File: src/rtl/air_sample_window_classifier_core_macros.svh
// Assertion macros for the classifier RTL.
// Expects clk and rst_n in the scope of use.
`ifndef AIR_SAMPLE_WINDOW_CLASSIFIER_CORE_MACROS_SVH
`define AIR_SAMPLE_WINDOW_CLASSIFIER_CORE_MACROS_SVH

// same-cycle implication
`define ASWC_ASSERT_NOW(label, ante, cons) \
    label: assert property (@(posedge clk) disable iff (!rst_n) (ante) |-> (cons)) \
        else $error("aswc assertion failed");

// next-cycle implication
`define ASWC_ASSERT_NEXT(label, ante, cons) \
    label: assert property (@(posedge clk) disable iff (!rst_n) (ante) |=> (cons)) \
        else $error("aswc assertion failed");

`endif

File: src/rtl/aswc_pkg.sv
// Types, constants and helpers for the air sample window classifier.
// No dependencies.
package aswc_pkg;

    localparam int FRAC_BITS = 8;
    localparam int VOC_W     = 16;
    localparam int BASE_W    = VOC_W + FRAC_BITS;
    localparam int DIFF_W    = BASE_W + 2;
    localparam int SUM_W     = BASE_W + 3;
    localparam int DIV_SHIFT = SUM_W + 3;
    localparam int DIV_M_W   = DIV_SHIFT - 1;
    localparam int PROD_W    = SUM_W + DIV_M_W;
    localparam int CFG_W     = 32;
    localparam int CFG_IDX_W = 2;

    // ceil(2^DIV_SHIFT / 5): exact floor division by 5 for any SUM_W-bit sum
    localparam logic [DIV_M_W-1:0] DIV_M =
        DIV_M_W'(((64'd1 << DIV_SHIFT) + 64'd4) / 64'd5);

    localparam logic [BASE_W-1:0] BASE_RESET  = BASE_W'(64'd500 << FRAC_BITS);
    localparam logic [BASE_W-1:0] ADIFF_QUIET = BASE_W'(64'd10 << FRAC_BITS);
    localparam logic [BASE_W-1:0] ADIFF_SPIKE = BASE_W'(64'd5 << FRAC_BITS);

    localparam logic [31:0] INTERVAL_RESET = 32'd300000;
    localparam logic [23:0] LOW_GAS_RESET  = 24'd10000;
    localparam logic [23:0] SUSP_GAS_RESET = 24'd25000;
    localparam logic [23:0] CLEAN_GAS_RESET = 24'd45000;

    typedef enum logic [CFG_IDX_W-1:0] {
        REG_INTERVAL  = 2'd0,
        REG_LOW_GAS   = 2'd1,
        REG_SUSP_GAS  = 2'd2,
        REG_CLEAN_GAS = 2'd3
    } reg_idx_t;

    typedef enum logic [4:0] {
        CAT_LETHAL_OPIOID   = 5'd0,
        CAT_COCKTAIL        = 5'd1,
        CAT_NEUROTOXIN      = 5'd2,
        CAT_HEAVY_METAL     = 5'd3,
        CAT_ORGANOPHOSPHATE = 5'd4,
        CAT_GASEOUS         = 5'd5,
        CAT_OPIOID          = 5'd6,
        CAT_SCOPOLAMINE     = 5'd7,
        CAT_KNOCKOUT        = 5'd8,
        CAT_STEALTH_CHEM    = 5'd9,
        CAT_IAQ_ANOMALY     = 5'd10,
        CAT_LPG_SPIKE       = 5'd11,
        CAT_LPG_ONLY        = 5'd12,
        CAT_STEALTH_CONTAM  = 5'd13,
        CAT_MASKED          = 5'd14,
        CAT_CLEAN           = 5'd15,
        CAT_UNKNOWN         = 5'd16
    } cat_t;

    typedef struct packed {
        logic [31:0]        time_ms;
        logic [15:0]        voc_milli;
        logic [12:0]        iaq_tenths;
        logic [13:0]        pm25_tenths;
        logic [9:0]         humidity_tenths;
        logic signed [10:0] temp_tenths;
        logic [23:0]        gas_ohms;
        logic               spike_in;
    } sample_t;

    typedef struct packed {
        cat_t        category;
        logic        is_threat;
        logic        is_spike;
        logic        spike_negative;
        logic [15:0] spike_magnitude;
    } result_t;

    typedef struct packed {
        logic [31:0] baseline_interval_ms;
        logic [23:0] low_gas_limit;
        logic [23:0] suspicious_gas_limit;
        logic [23:0] clean_gas_limit;
    } cfg_t;

    function automatic logic win(input logic [23:0] v, input logic [23:0] lo,
                                 input logic [23:0] hi);
        return (v >= lo) && (v <= hi);
    endfunction

    function automatic logic win_s(input logic signed [10:0] v,
                                   input logic signed [10:0] lo,
                                   input logic signed [10:0] hi);
        return (v >= lo) && (v <= hi);
    endfunction

endpackage

File: src/rtl/aswc_classify.sv
// Window tests in priority order, baseline anomaly checks and gas fallbacks.
// Pure combinational; depends on aswc_pkg.
module aswc_classify (
    input  aswc_pkg::sample_t               sample,
    input  logic [aswc_pkg::BASE_W-1:0]     baseline,
    input  aswc_pkg::cfg_t                  cfg,
    output aswc_pkg::result_t               result
);

    logic [23:0]                  voc;
    logic [23:0]                  iaq;
    logic [23:0]                  pm;
    logic [23:0]                  hum;
    logic [23:0]                  gas;
    logic signed [10:0]           temp;
    logic [aswc_pkg::BASE_W-1:0]  vs;
    logic [aswc_pkg::DIFF_W-1:0]  diff;
    logic [aswc_pkg::DIFF_W-1:0]  diff_abs;
    logic [aswc_pkg::BASE_W-1:0]  adiff;
    logic                         diff_neg;
    logic                         low;
    logic                         susp;
    logic                         lpg_gas;
    aswc_pkg::cat_t               cat;
    logic                         threat;

    assign voc  = 24'(sample.voc_milli);
    assign iaq  = 24'(sample.iaq_tenths);
    assign pm   = 24'(sample.pm25_tenths);
    assign hum  = 24'(sample.humidity_tenths);
    assign gas  = sample.gas_ohms;
    assign temp = sample.temp_tenths;

    assign vs       = aswc_pkg::BASE_W'(sample.voc_milli) << aswc_pkg::FRAC_BITS;
    assign diff     = aswc_pkg::DIFF_W'(vs) - aswc_pkg::DIFF_W'(baseline);
    assign diff_neg = diff[aswc_pkg::DIFF_W-1];
    assign diff_abs = diff_neg ? (~diff + 1'b1) : diff;
    assign adiff    = diff_abs[aswc_pkg::BASE_W-1:0];

    assign low     = gas < cfg.low_gas_limit;
    assign susp    = gas < cfg.suspicious_gas_limit;
    assign lpg_gas = aswc_pkg::win(gas, 24'd5595, 24'd5605);

    always_comb
    begin
        threat = 1'b1;
        priority if (aswc_pkg::win(voc, 24'd600, 24'd700) && aswc_pkg::win(iaq, 24'd700, 24'd800)
                     && aswc_pkg::win(pm, 24'd200, 24'd300))
            cat = aswc_pkg::CAT_LETHAL_OPIOID;
        else if (aswc_pkg::win(voc, 24'd550, 24'd650) && aswc_pkg::win(iaq, 24'd600, 24'd700)
                 && aswc_pkg::win(pm, 24'd220, 24'd320))
            cat = aswc_pkg::CAT_COCKTAIL;
        else if (aswc_pkg::win(voc, 24'd520, 24'd580) && aswc_pkg::win(iaq, 24'd540, 24'd620)
                 && aswc_pkg::win(pm, 24'd250, 24'd350) && aswc_pkg::win(hum, 24'd760, 24'd820))
            cat = aswc_pkg::CAT_NEUROTOXIN;
        else if (aswc_pkg::win(voc, 24'd530, 24'd580) && aswc_pkg::win(iaq, 24'd540, 24'd620)
                 && aswc_pkg::win(pm, 24'd250, 24'd350))
            cat = aswc_pkg::CAT_HEAVY_METAL;
        else if (aswc_pkg::win(voc, 24'd520, 24'd570) && aswc_pkg::win(iaq, 24'd530, 24'd610)
                 && aswc_pkg::win(hum, 24'd760, 24'd830))
            cat = aswc_pkg::CAT_ORGANOPHOSPHATE;
        else if (aswc_pkg::win(iaq, 24'd550, 24'd700) && aswc_pkg::win(voc, 24'd500, 24'd700)
                 && (pm <= 24'd20) && aswc_pkg::win(hum, 24'd750, 24'd850))
            cat = aswc_pkg::CAT_GASEOUS;
        else if (aswc_pkg::win(voc, 24'd580, 24'd680) && aswc_pkg::win(iaq, 24'd650, 24'd750)
                 && aswc_pkg::win(pm, 24'd200, 24'd300))
            cat = aswc_pkg::CAT_OPIOID;
        else if (aswc_pkg::win(voc, 24'd495, 24'd515) && aswc_pkg::win(iaq, 24'd495, 24'd555)
                 && aswc_pkg::win(pm, 24'd20, 24'd90) && aswc_pkg::win(hum, 24'd780, 24'd840)
                 && aswc_pkg::win_s(temp, 11'sd290, 11'sd320))
            cat = aswc_pkg::CAT_SCOPOLAMINE;
        else if (aswc_pkg::win(voc, 24'd500, 24'd550) && aswc_pkg::win(iaq, 24'd500, 24'd580)
                 && lpg_gas)
            cat = aswc_pkg::CAT_KNOCKOUT;
        else if (aswc_pkg::win(gas, 24'd5580, 24'd5620) && aswc_pkg::win(hum, 24'd700, 24'd900)
                 && aswc_pkg::win_s(temp, 11'sd280, 11'sd350)
                 && aswc_pkg::win(iaq, 24'd450, 24'd850))
            cat = aswc_pkg::CAT_STEALTH_CHEM;
        else if (((iaq > 24'd580) || (iaq < 24'd420)) && (adiff < aswc_pkg::ADIFF_QUIET))
            cat = aswc_pkg::CAT_IAQ_ANOMALY;
        else if (lpg_gas && (adiff >= aswc_pkg::ADIFF_SPIKE))
            cat = aswc_pkg::CAT_LPG_SPIKE;
        else if (lpg_gas)
        begin
            cat    = aswc_pkg::CAT_LPG_ONLY;
            threat = 1'b0;
        end
        // gas resistance fallbacks
        else if ((iaq <= 24'd650) && (voc <= 24'd1200) && low)
            cat = aswc_pkg::CAT_STEALTH_CONTAM;
        else if ((iaq <= 24'd550) && (voc <= 24'd600) && susp)
            cat = aswc_pkg::CAT_MASKED;
        else if ((iaq <= 24'd350) && (voc <= 24'd400) && (gas > cfg.clean_gas_limit))
        begin
            cat    = aswc_pkg::CAT_CLEAN;
            threat = low;
        end
        else
        begin
            cat    = aswc_pkg::CAT_UNKNOWN;
            threat = susp || low;
        end
    end

    always_comb
    begin
        result.category        = cat;
        result.is_threat       = threat;
        result.is_spike        = sample.spike_in;
        result.spike_negative  = 1'b0;
        result.spike_magnitude = 16'd0;
        if (cat == aswc_pkg::CAT_LPG_SPIKE)
        begin
            result.spike_negative  = diff_neg || (diff == '0);
            result.spike_magnitude = adiff[aswc_pkg::BASE_W-1 -: 16];
        end
    end

endmodule

File: config.mk
export PLATFORM = sky130hd
export DESIGN_NAME = aswc_classify
export DESIGN_NICKNAME = d
export VERILOG_FILES = /design/src/rtl/air_sample_window_classifier_core_macros.svh /design/src/rtl/aswc_pkg.sv /design/src/rtl/aswc_classify.sv
export SDC_FILE = /design/constraint.sdc
export NUM_CORES = 1
export LEC_CHECK = 0
export BUFFER_PORTS_ARGS = -buffer_cell sky130_fd_sc_hd__buf_4
export CAP_MARGIN = 20
export CORE_AREA = 2 2 120 122
export DETAILED_ROUTE_END_ITERATION = 8
export DIE_AREA = 0 0 122 124
export PLACE_DENSITY = 0.76
export SYNTH_ARGS = -nofsm -noshare
export SYNTH_HDL_FRONTEND = slang
export SYNTH_SLANG_ARGS = --single-unit
export TNS_END_PERCENT = 30
File: constraint.sdc
create_clock -name vclk -period 10.8
set_clock_uncertainty 0.2 [all_clocks]
set_input_delay 1.08 -clock vclk [all_inputs]
set_output_delay 1.08 -clock vclk [all_outputs]
set_load 0.05 [all_outputs]
==> flow_metrics.env, run 1 <==
export IMPL_multi_input_area_um2=5610
export IMPL_dpl_hpwl_um=17300
export IMPL_yosysWarnings=0
export IMPL_yosys_area_top_type="ha_1"
export IMPL_clock_fmax_mhz=131
export IMPL_end_kind="output port"
export IMPL_core_um2=13700
export IMPL_grt_pass1_vias=7056
export IMPL_drt_pass1_iterations=5
export IMPL_hold_class="primary input to output port"
export IMPL_seq_cells=0
export IMPL_wirelength_um=20700
export IMPL_die_area_um2=15100
export IMPL_vias=7977
export IMPL_setup_worst_path_class="primary input to output port"
export IMPL_fin_crit_ns=7.66
export IMPL_layout_drive_gt1_share_pct=21.3
export IMPL_antenna_left=0
export IMPL_die_w_um=122
export IMPL_seq_area_frac_synth_pct=0
export IMPL_setup_viol=0
export IMPL_syn_nets=1303
export IMPL_overflow=0
export IMPL_period_share_pct=70.9
export IMPL_routed_via_density=6.09
export IMPL_synth_top_cells_by_area="ha_1 (18%), inv_1 (6.3%), a21oi_1 (5.1%)"
export IMPL_crit_fanout=17
export IMPL_worstPathRequired_ns=9.52
export IMPL_rsz0062_at_grt="false"
export IMPL_synthDistinctLibCells=73
export IMPL_cap_viol_max_count=0
export IMPL_seq_area_um2=0
export IMPL_cts_resized=0
export IMPL_final_nets=1467
export IMPL_slew_viol_final=0
export IMPL_ctsHoldBuffers=0
export IMPL_syn_area_um2=6210
export IMPL_fill_cells=1390
export IMPL_hold_viol_final=0
export IMPL_wire_per_inst_um=15.8
export IMPL_ios=273
export IMPL_post_cts_setup_buffers=0
export IMPL_row_count=43
export IMPL_finalSetupTns_ns=0
export IMPL_grt_max_degree=20
export IMPL_io_buffers=207
export IMPL_drc=0
export IMPL_grt_pass1_wl_um=33300
export IMPL_syn_avg_cell_area_um2=6.43
export IMPL_initial_core_util_pct=45.3
export IMPL_syn_to_final_growth_pct=25.6
export IMPL_max_slew_worst_pin_slew_ns=0.934
export IMPL_drtIter0Drc=588
export IMPL_antenna_found_initial=1
export IMPL_clkbuf_count=0
export IMPL_cp_start_kind="primary input"
export IMPL_crit_start="baseline[0]"
export IMPL_die_h_um=124
export IMPL_status="complete, no violations"
export IMPL_yosys_area_top_type_share_pct=17.7
export IMPL_hold_path_startpoint="sample[0]"
export IMPL_max_slew_margin_pct=37.5
export IMPL_crit_arrival_ns=6.38
export IMPL_postSynthCellCount=966
export IMPL_routabilityCongestion=0.982
export IMPL_grt_usage_pct=26.0
[path summary, 6_finish.rpt]
path	cells after the start	end	slack [ns]
hold / removal	0	result[17]	1.96
setup / recovery	15	result[1]	3.14
[worst max-delay path, stage by stage]
cell and delay [ns]:
buf_4 0.13, inv_1 0.07, ha_1 0.23, or4b_4 0.52, nor4_1 0.74, o21ai_0 0.28
a222oi_1 0.51, or4b_4 0.59, nor2_1 0.22, a31oi_1 0.13, xor2_1 0.39, a41oi_2 0.30
a211oi_4 0.78, a2111oi_0 0.14, buf_4 0.25
[cell type report]
| cell class | count | share of cell area, % |
|---|---|---|
| tap | 180 | 2.89 |
| inverter | 105 | 5.05 |
| timing repair buffer | 210 | 20.2 |
| antenna | 1 | 0.0321 |
| multi-input combinational | 813 | 71.9 |
[Yosys cell counts, types with 15 or more instances]
cell,number
a211oi_1,18
nand3_1,35
ha_1,88
clkbuf_1,40
a31oi_1,15
nand2_1,73
o211ai_1,16
nor4_1,25
inv_1,105
o21a_1,16
nand4_1,36
nor3_1,42
nor2_1,66
a21oi_1,63
a21o_1,40
o21ai_0,60
[per-stage QoR]
stage | hold slack (ns) | util, % | worst slack (ns) | instance area (um^2) | cells
after floorplan | 2.13 | - | 2.55 | 6210 | 966
after global placement | 1.96 | 56.8 | 3.23 | 7800 | 1307
after detailed placement | 1.96 | 56.8 | 3.23 | 7800 | 1307
after CTS | 1.96 | 56.8 | 3.21 | 7800 | 1307
after global routing | 1.96 | 56.9 | 2.65 | 7800 | 1308
final | 1.96 | 56.9 | 3.14 | 7810 | 1309
[cell usage in the layout, fill, tap and decap left out, types with 18 or more instances in the layout]
cell and n:
a211oi_1 18, a21o_1 40, a21oi_1 63, buf_4 209, ha_1 88, inv_1 105
nand2_1 73, nand3_1 35, nand4_1 36, nor2_1 66, nor3_1 42, nor4_1 25
o21ai_0 60
[cells by family (layout without fill, tap and decap cells)]
group	after synthesis	in the layout	synth area share [%]
other	0	1	0
adders and majority gates	88	88	17.7
muxes	6	6	1.01
buffers and inverters	153	315	9.71
and+or+nand+nor	391	391	34.9
xor gates and xnor gates	18	18	2.54
AOI/OAI and AO/OA	310	310	34.2
[metal layers]
| layer | up-vias | part of all wire, % | global-route usage [%] |
|---|---|---|---|
| met5 | - | 0 | 0 |
| met4 | 0 | 1.7 | 4.67 |
| met3 | 26 | 6.8 | 1.56 |
| met2 | 297 | 45 | 44.6 |
| met1 | 3654 | 46 | 36.1 |
| li1 | 4000 | - | - |
==> run 2: changes to the inputs <==
- PLACE_DENSITY: 0.76 -> 0.79
- clock period: 10.8 -> 6.4 ns (I/O delays scaled with it)
==> flow_metrics.env, run 2 (synthesized netlist as in run 1, its figures left out) <==
export IMPL_cellLeakagePower_nw=3.84
export IMPL_initial_core_util_pct=45.3
export IMPL_die_h_um=124
export IMPL_crit_fanout=13
export IMPL_final_cells=1324
export IMPL_cp_start_kind="primary input"
export IMPL_final_setup_worst_slack_ns=0.448
export IMPL_clock_fmax_mhz=168
export IMPL_die_area_um2=15100
export IMPL_antenna_left=0
export IMPL_syn_to_final_growth_pct=28.1
export IMPL_grt_use_met2_pct=45.6
export IMPL_cap_viol_max_count=0
export IMPL_hold_class="primary input to output port"
export IMPL_io_buffers=207
export IMPL_grt_max_degree=20
export IMPL_dpl_hpwl_um=17500
export IMPL_rsz0062_at_grt="false"
export IMPL_max_slew_worst_pin_slew_ns=0.936
export IMPL_seq_cells=0
export IMPL_ios=273
export IMPL_wirelength_um=21000
export IMPL_ir_worst_vdd_mv=0.0446
export IMPL_end_kind="output port"
export IMPL_routabilityCongestion=0.991
export IMPL_drt_pass1_iterations=8
export IMPL_core_um2=13700
export IMPL_period_share_pct=93.0
export IMPL_final_cell_mix="buf_4 (224), inv_1 (105), ha_1 (88)"
export IMPL_p_per_area_nw_per_um2=69.9
export IMPL_met1_usage_pct=37.4
export IMPL_drc=0
export IMPL_clkbuf_count=0
export IMPL_critPathMostFrequentCell="buf_4"
export IMPL_num_antenna_cells=0
export IMPL_hold_viol_final=0
export IMPL_wire_per_inst_um=15.9
export IMPL_busiest_layer="met2"
export IMPL_use_met3_pct=2.24
export IMPL_slew_viol_final=0
export IMPL_p_total_mw=0.556
export IMPL_crit_path_top_delay_cell="nor4_1"
export IMPL_overflow=0
export IMPL_worst_path_buf_inv=4
export IMPL_max_slew_margin_pct=37.4
export IMPL_worstPathCellList="buf_4 -> ha_1 -> nand4_1 -> nor4_1 -> o31ai_1 -> a222oi_1 -> or4b_4 -> nor2_1 -> a31oi_1 -> xor2_1 -> buf_4 -> and4_1 -> buf_4 -> nor4b_1 -> o21a_1 -> buf_4"
export IMPL_row_count=43
export IMPL_ctsHoldBuffers=0
export IMPL_whs_ns=1.08
export IMPL_path_delay_family="simple AND/OR/NAND/NOR gates"
export IMPL_die_w_um=122
export IMPL_setup_viol=0
export IMPL_max_stage_delay_ns=0.58
export IMPL_place_inst=1322
export IMPL_grt_usage_pct=26.8
export IMPL_place_ws_ns=0.294
export IMPL_fin_crit_ns=5.95
export IMPL_grt_pass1_wl_um=34100
export IMPL_worstPathRequired_ns=5.56
export IMPL_status="complete, no violations"
export IMPL_min_to="result[17]"
export IMPL_routed_via_density=6.06
export IMPL_cts_resized=0
export IMPL_drtIter0Drc=625
export IMPL_whs_path_depth=0
export IMPL_seq_area_um2=0
export IMPL_final_common_cell="buf_4"
export IMPL_crit_arrival_ns=5.11
export IMPL_setup_worst_path_class="primary input to output port"
export IMPL_vias=8017
export IMPL_final_nets=1483
export IMPL_antenna_found_initial=0
export IMPL_hold_path_startpoint="sample[0]"
export IMPL_layout_drive_gt1_share_pct=22.5
export IMPL_grt_pass1_vias=7205
## run 2: worst max path at each step
stage                start          to  depth (start not counted)
4_1_cts        baseline[0]  result[15]                         15
5_1_grt         sample[73]  result[15]                         17
3_3_place_gp   baseline[0]  result[15]                         15
3_5_place_dp   baseline[0]  result[15]                         16
6_report        sample[74]  result[21]                         16
2_1_floorplan  baseline[0]  result[13]                         15
## run 2: what timing repair did
action / in CTS / in global routing
endpoints found under the setup margin: 0 / 1
buffers inserted: 0 / 1
endpoints found under the hold margin: 0 / 0
## run 2: per-stage QoR
step                utilization (%)  instance area, um^2  TNS (ns)
floorplan                         -                 6220     -1.09
global placement               57.8                 7930         0
detailed placement             57.8                 7930         0
CTS                            57.8                 7930         0
global route                   58.0                 7960         0
finish                         58.0                 7960         0
## run 2: area by class of cell
cell class                      count  area, um^2
Inverter                          105         394
Fill cell                        1399        5760
Multi-Input combinational cell    813        5620
Tap cell                          180         225
Timing Repair Buffer              226        1720
## run 2: where the power goes
group	internal (mW)	total [mW]	switching, mW
Clock	0	0	0
Combinational	0.250	0.556	0.306
Sequential	0	0	0
Total	0.250	0.556	0.306
## run 2: layer usage
| layer | routed length, um | vias to the layer above |
|---|---|---|
| met1 | 9560 | 3571 |
| li1 | - | 4046 |
| met4 | 359 | 0 |
| met2 | 9360 | 368 |
| met3 | 1730 | 32 |
| met5 | 0 | - |
(Power assumes the default switching activity.)
==> run 3: changes to the inputs <==
- CAP_MARGIN: 20 -> default
- CORE_AREA: 2 2 120 122 -> 2 2 137 139
- DIE_AREA: 0 0 122 124 -> 0 0 139 141
- PLACE_DENSITY: 0.79 -> 0.62
==> flow_metrics.env, run 3 (synthesized netlist as in run 1, its figures left out) <==
export IMPL_status="complete, no violations"
export IMPL_max_slew_margin_pct=25.7
export IMPL_antenna_found_initial=0
export IMPL_setup_viol=0
export IMPL_cp_start_kind="primary input"
export IMPL_cts_resized=0
export IMPL_wl_met3_um=1570
export IMPL_core_um2=18300
export IMPL_clock_power_share_pct=0
export IMPL_syn_to_final_growth_pct=28.2
export IMPL_ios=273
export IMPL_drt_met1_wl_um=10400
export IMPL_die_area_um2=19600
export IMPL_routed_via_density=5.76
export IMPL_grt_max_degree=20
export IMPL_grt_pass1_vias=7299
export IMPL_antenna_left=0
export IMPL_power_switching_mw=0.311
export IMPL_ir_worst_vdd_mv=0.0546
export IMPL_final_common_cell="buf_4"
export IMPL_hold_viol_final=0
export IMPL_grt_pass1_wl_um=35900
export IMPL_initial_core_util_pct=34.0
export IMPL_period_share_pct=95.7
export IMPL_max_slew_worst_pin_slew_ns=1.11
export IMPL_place_ws_ns=0.348
export IMPL_cap_viol_max_count=0
export IMPL_die_w_um=139
export IMPL_final_setup_worst_slack_ns=0.276
export IMPL_top_layer="met4"
export IMPL_dpl_hpwl_um=18200
export IMPL_crit_arrival_ns=5.28
export IMPL_die_h_um=141
export IMPL_layout_drive_gt1_share_pct=21.9
export IMPL_rsz0062_at_grt="false"
export IMPL_final_area_um2=7970
export IMPL_wirelength_um=21700
export IMPL_whs_ns=1.08
export IMPL_io_buffers=207
export IMPL_seq_area_um2=0
export IMPL_p_int_mw=0.242
export IMPL_crit_fanout=16
export IMPL_fin_util_pct=43.6
export IMPL_worstPathCellList="buf_4 -> inv_1 -> ha_1 -> or4b_4 -> or4_4 -> a31o_1 -> a222oi_1 -> buf_4 -> or4b_4 -> nor2_1 -> a31oi_1 -> xor2_1 -> and4_1 -> a211oi_4 -> buf_12 -> nor4_1 -> buf_4"
export IMPL_vias=7895
export IMPL_drc=0
export IMPL_final_nets=1475
export IMPL_power_share_sequential_pct=0
export IMPL_placedInstanceArea_um2=7970
export IMPL_switching_share_pct=56.2
export IMPL_post_cts_setup_buffers=0
export IMPL_max_stage_delay_ns=0.54
export IMPL_slew_viol_final=0
export IMPL_p_per_area_nw_per_um2=69.4
export IMPL_num_antenna_cells=0
export IMPL_final_cell_mix="buf_4 (216), inv_1 (105), ha_1 (88)"
export IMPL_wire_per_inst_um=15.8
export IMPL_row_count=50
export IMPL_met2_length_um=9550
export IMPL_end_kind="output port"
export IMPL_finalSetupTns_ns=0
export IMPL_p_total_mw=0.553
export IMPL_clkbuf_count=0
export IMPL_grt_usage_pct=21.1
export IMPL_fin_crit_ns=6.12
export IMPL_p_comb_share_pct=100.0
export IMPL_worstPathRequired_ns=5.56
export IMPL_place_inst=1370
export IMPL_seq_cells=0
export IMPL_overflow=0
export IMPL_critPathMostFrequentCell="buf_4"
export IMPL_routabilityCongestion=0.952
export IMPL_drtIter0Drc=653
export IMPL_clock_fmax_mhz=163
export IMPL_drt_pass1_iterations=5
export IMPL_multi_input_area_um2=5620
export IMPL_hold_class="primary input to output port"
export IMPL_cellLeakagePower_nw=3.80
export IMPL_final_cells=1370
export IMPL_fill_cells=1940
export IMPL_crit_path_top_delay_cell="or4_4"
export IMPL_ctsHoldBuffers=0
export IMPL_setup_worst_path_class="primary input to output port"
## run 3: cell count changes in the layout (fill, tap and decap cells not counted), sizes merged
cell  delta
buf      -8
## run 3: cell type report
cell class | count | area share [%]
Multi-Input combinational cell | 813 | 70.5
Tap cell | 234 | 3.68
Timing Repair Buffer | 218 | 20.9
Inverter | 105 | 4.95
## run 3: worst paths after layout
path / from / end / slack (ns) / depth (start not counted)
max: baseline[0] / result[16] / 0.28 / 17
min: sample[0] / result[17] / 1.08 / 0
## run 3: critical path, delay by kind of cell
family                     cells  cell delay (ns)
and+or+nand+nor                6             2.48
buffers and inverters          5             0.81
adders and majority gates      1             0.24
AOI/OAI and AO/OA              4             0.80
xor gates and xnor gates       1             0.31
## run 3: power by group through the flow
stage | Clock (mW) | Sequential, mW | Combinational [mW]
floorplan | 0 | 0 | 0.343
global placement | 0 | 0 | 0.541
detailed placement | 0 | 0 | 0.547
CTS | 0 | 0 | 0.549
global route | 0 | 0 | 0.618
finish | 0 | 0 | 0.553
## run 3: layer usage
| metal | GRT usage, % | up-vias |
|---|---|---|
| li1 | - | 4009 |
| met1 | 30.7 | 3529 |
| met2 | 35.3 | 343 |
| met3 | 1.97 | 14 |
| met4 | 1.28 | 0 |
| met5 | 0 | - |
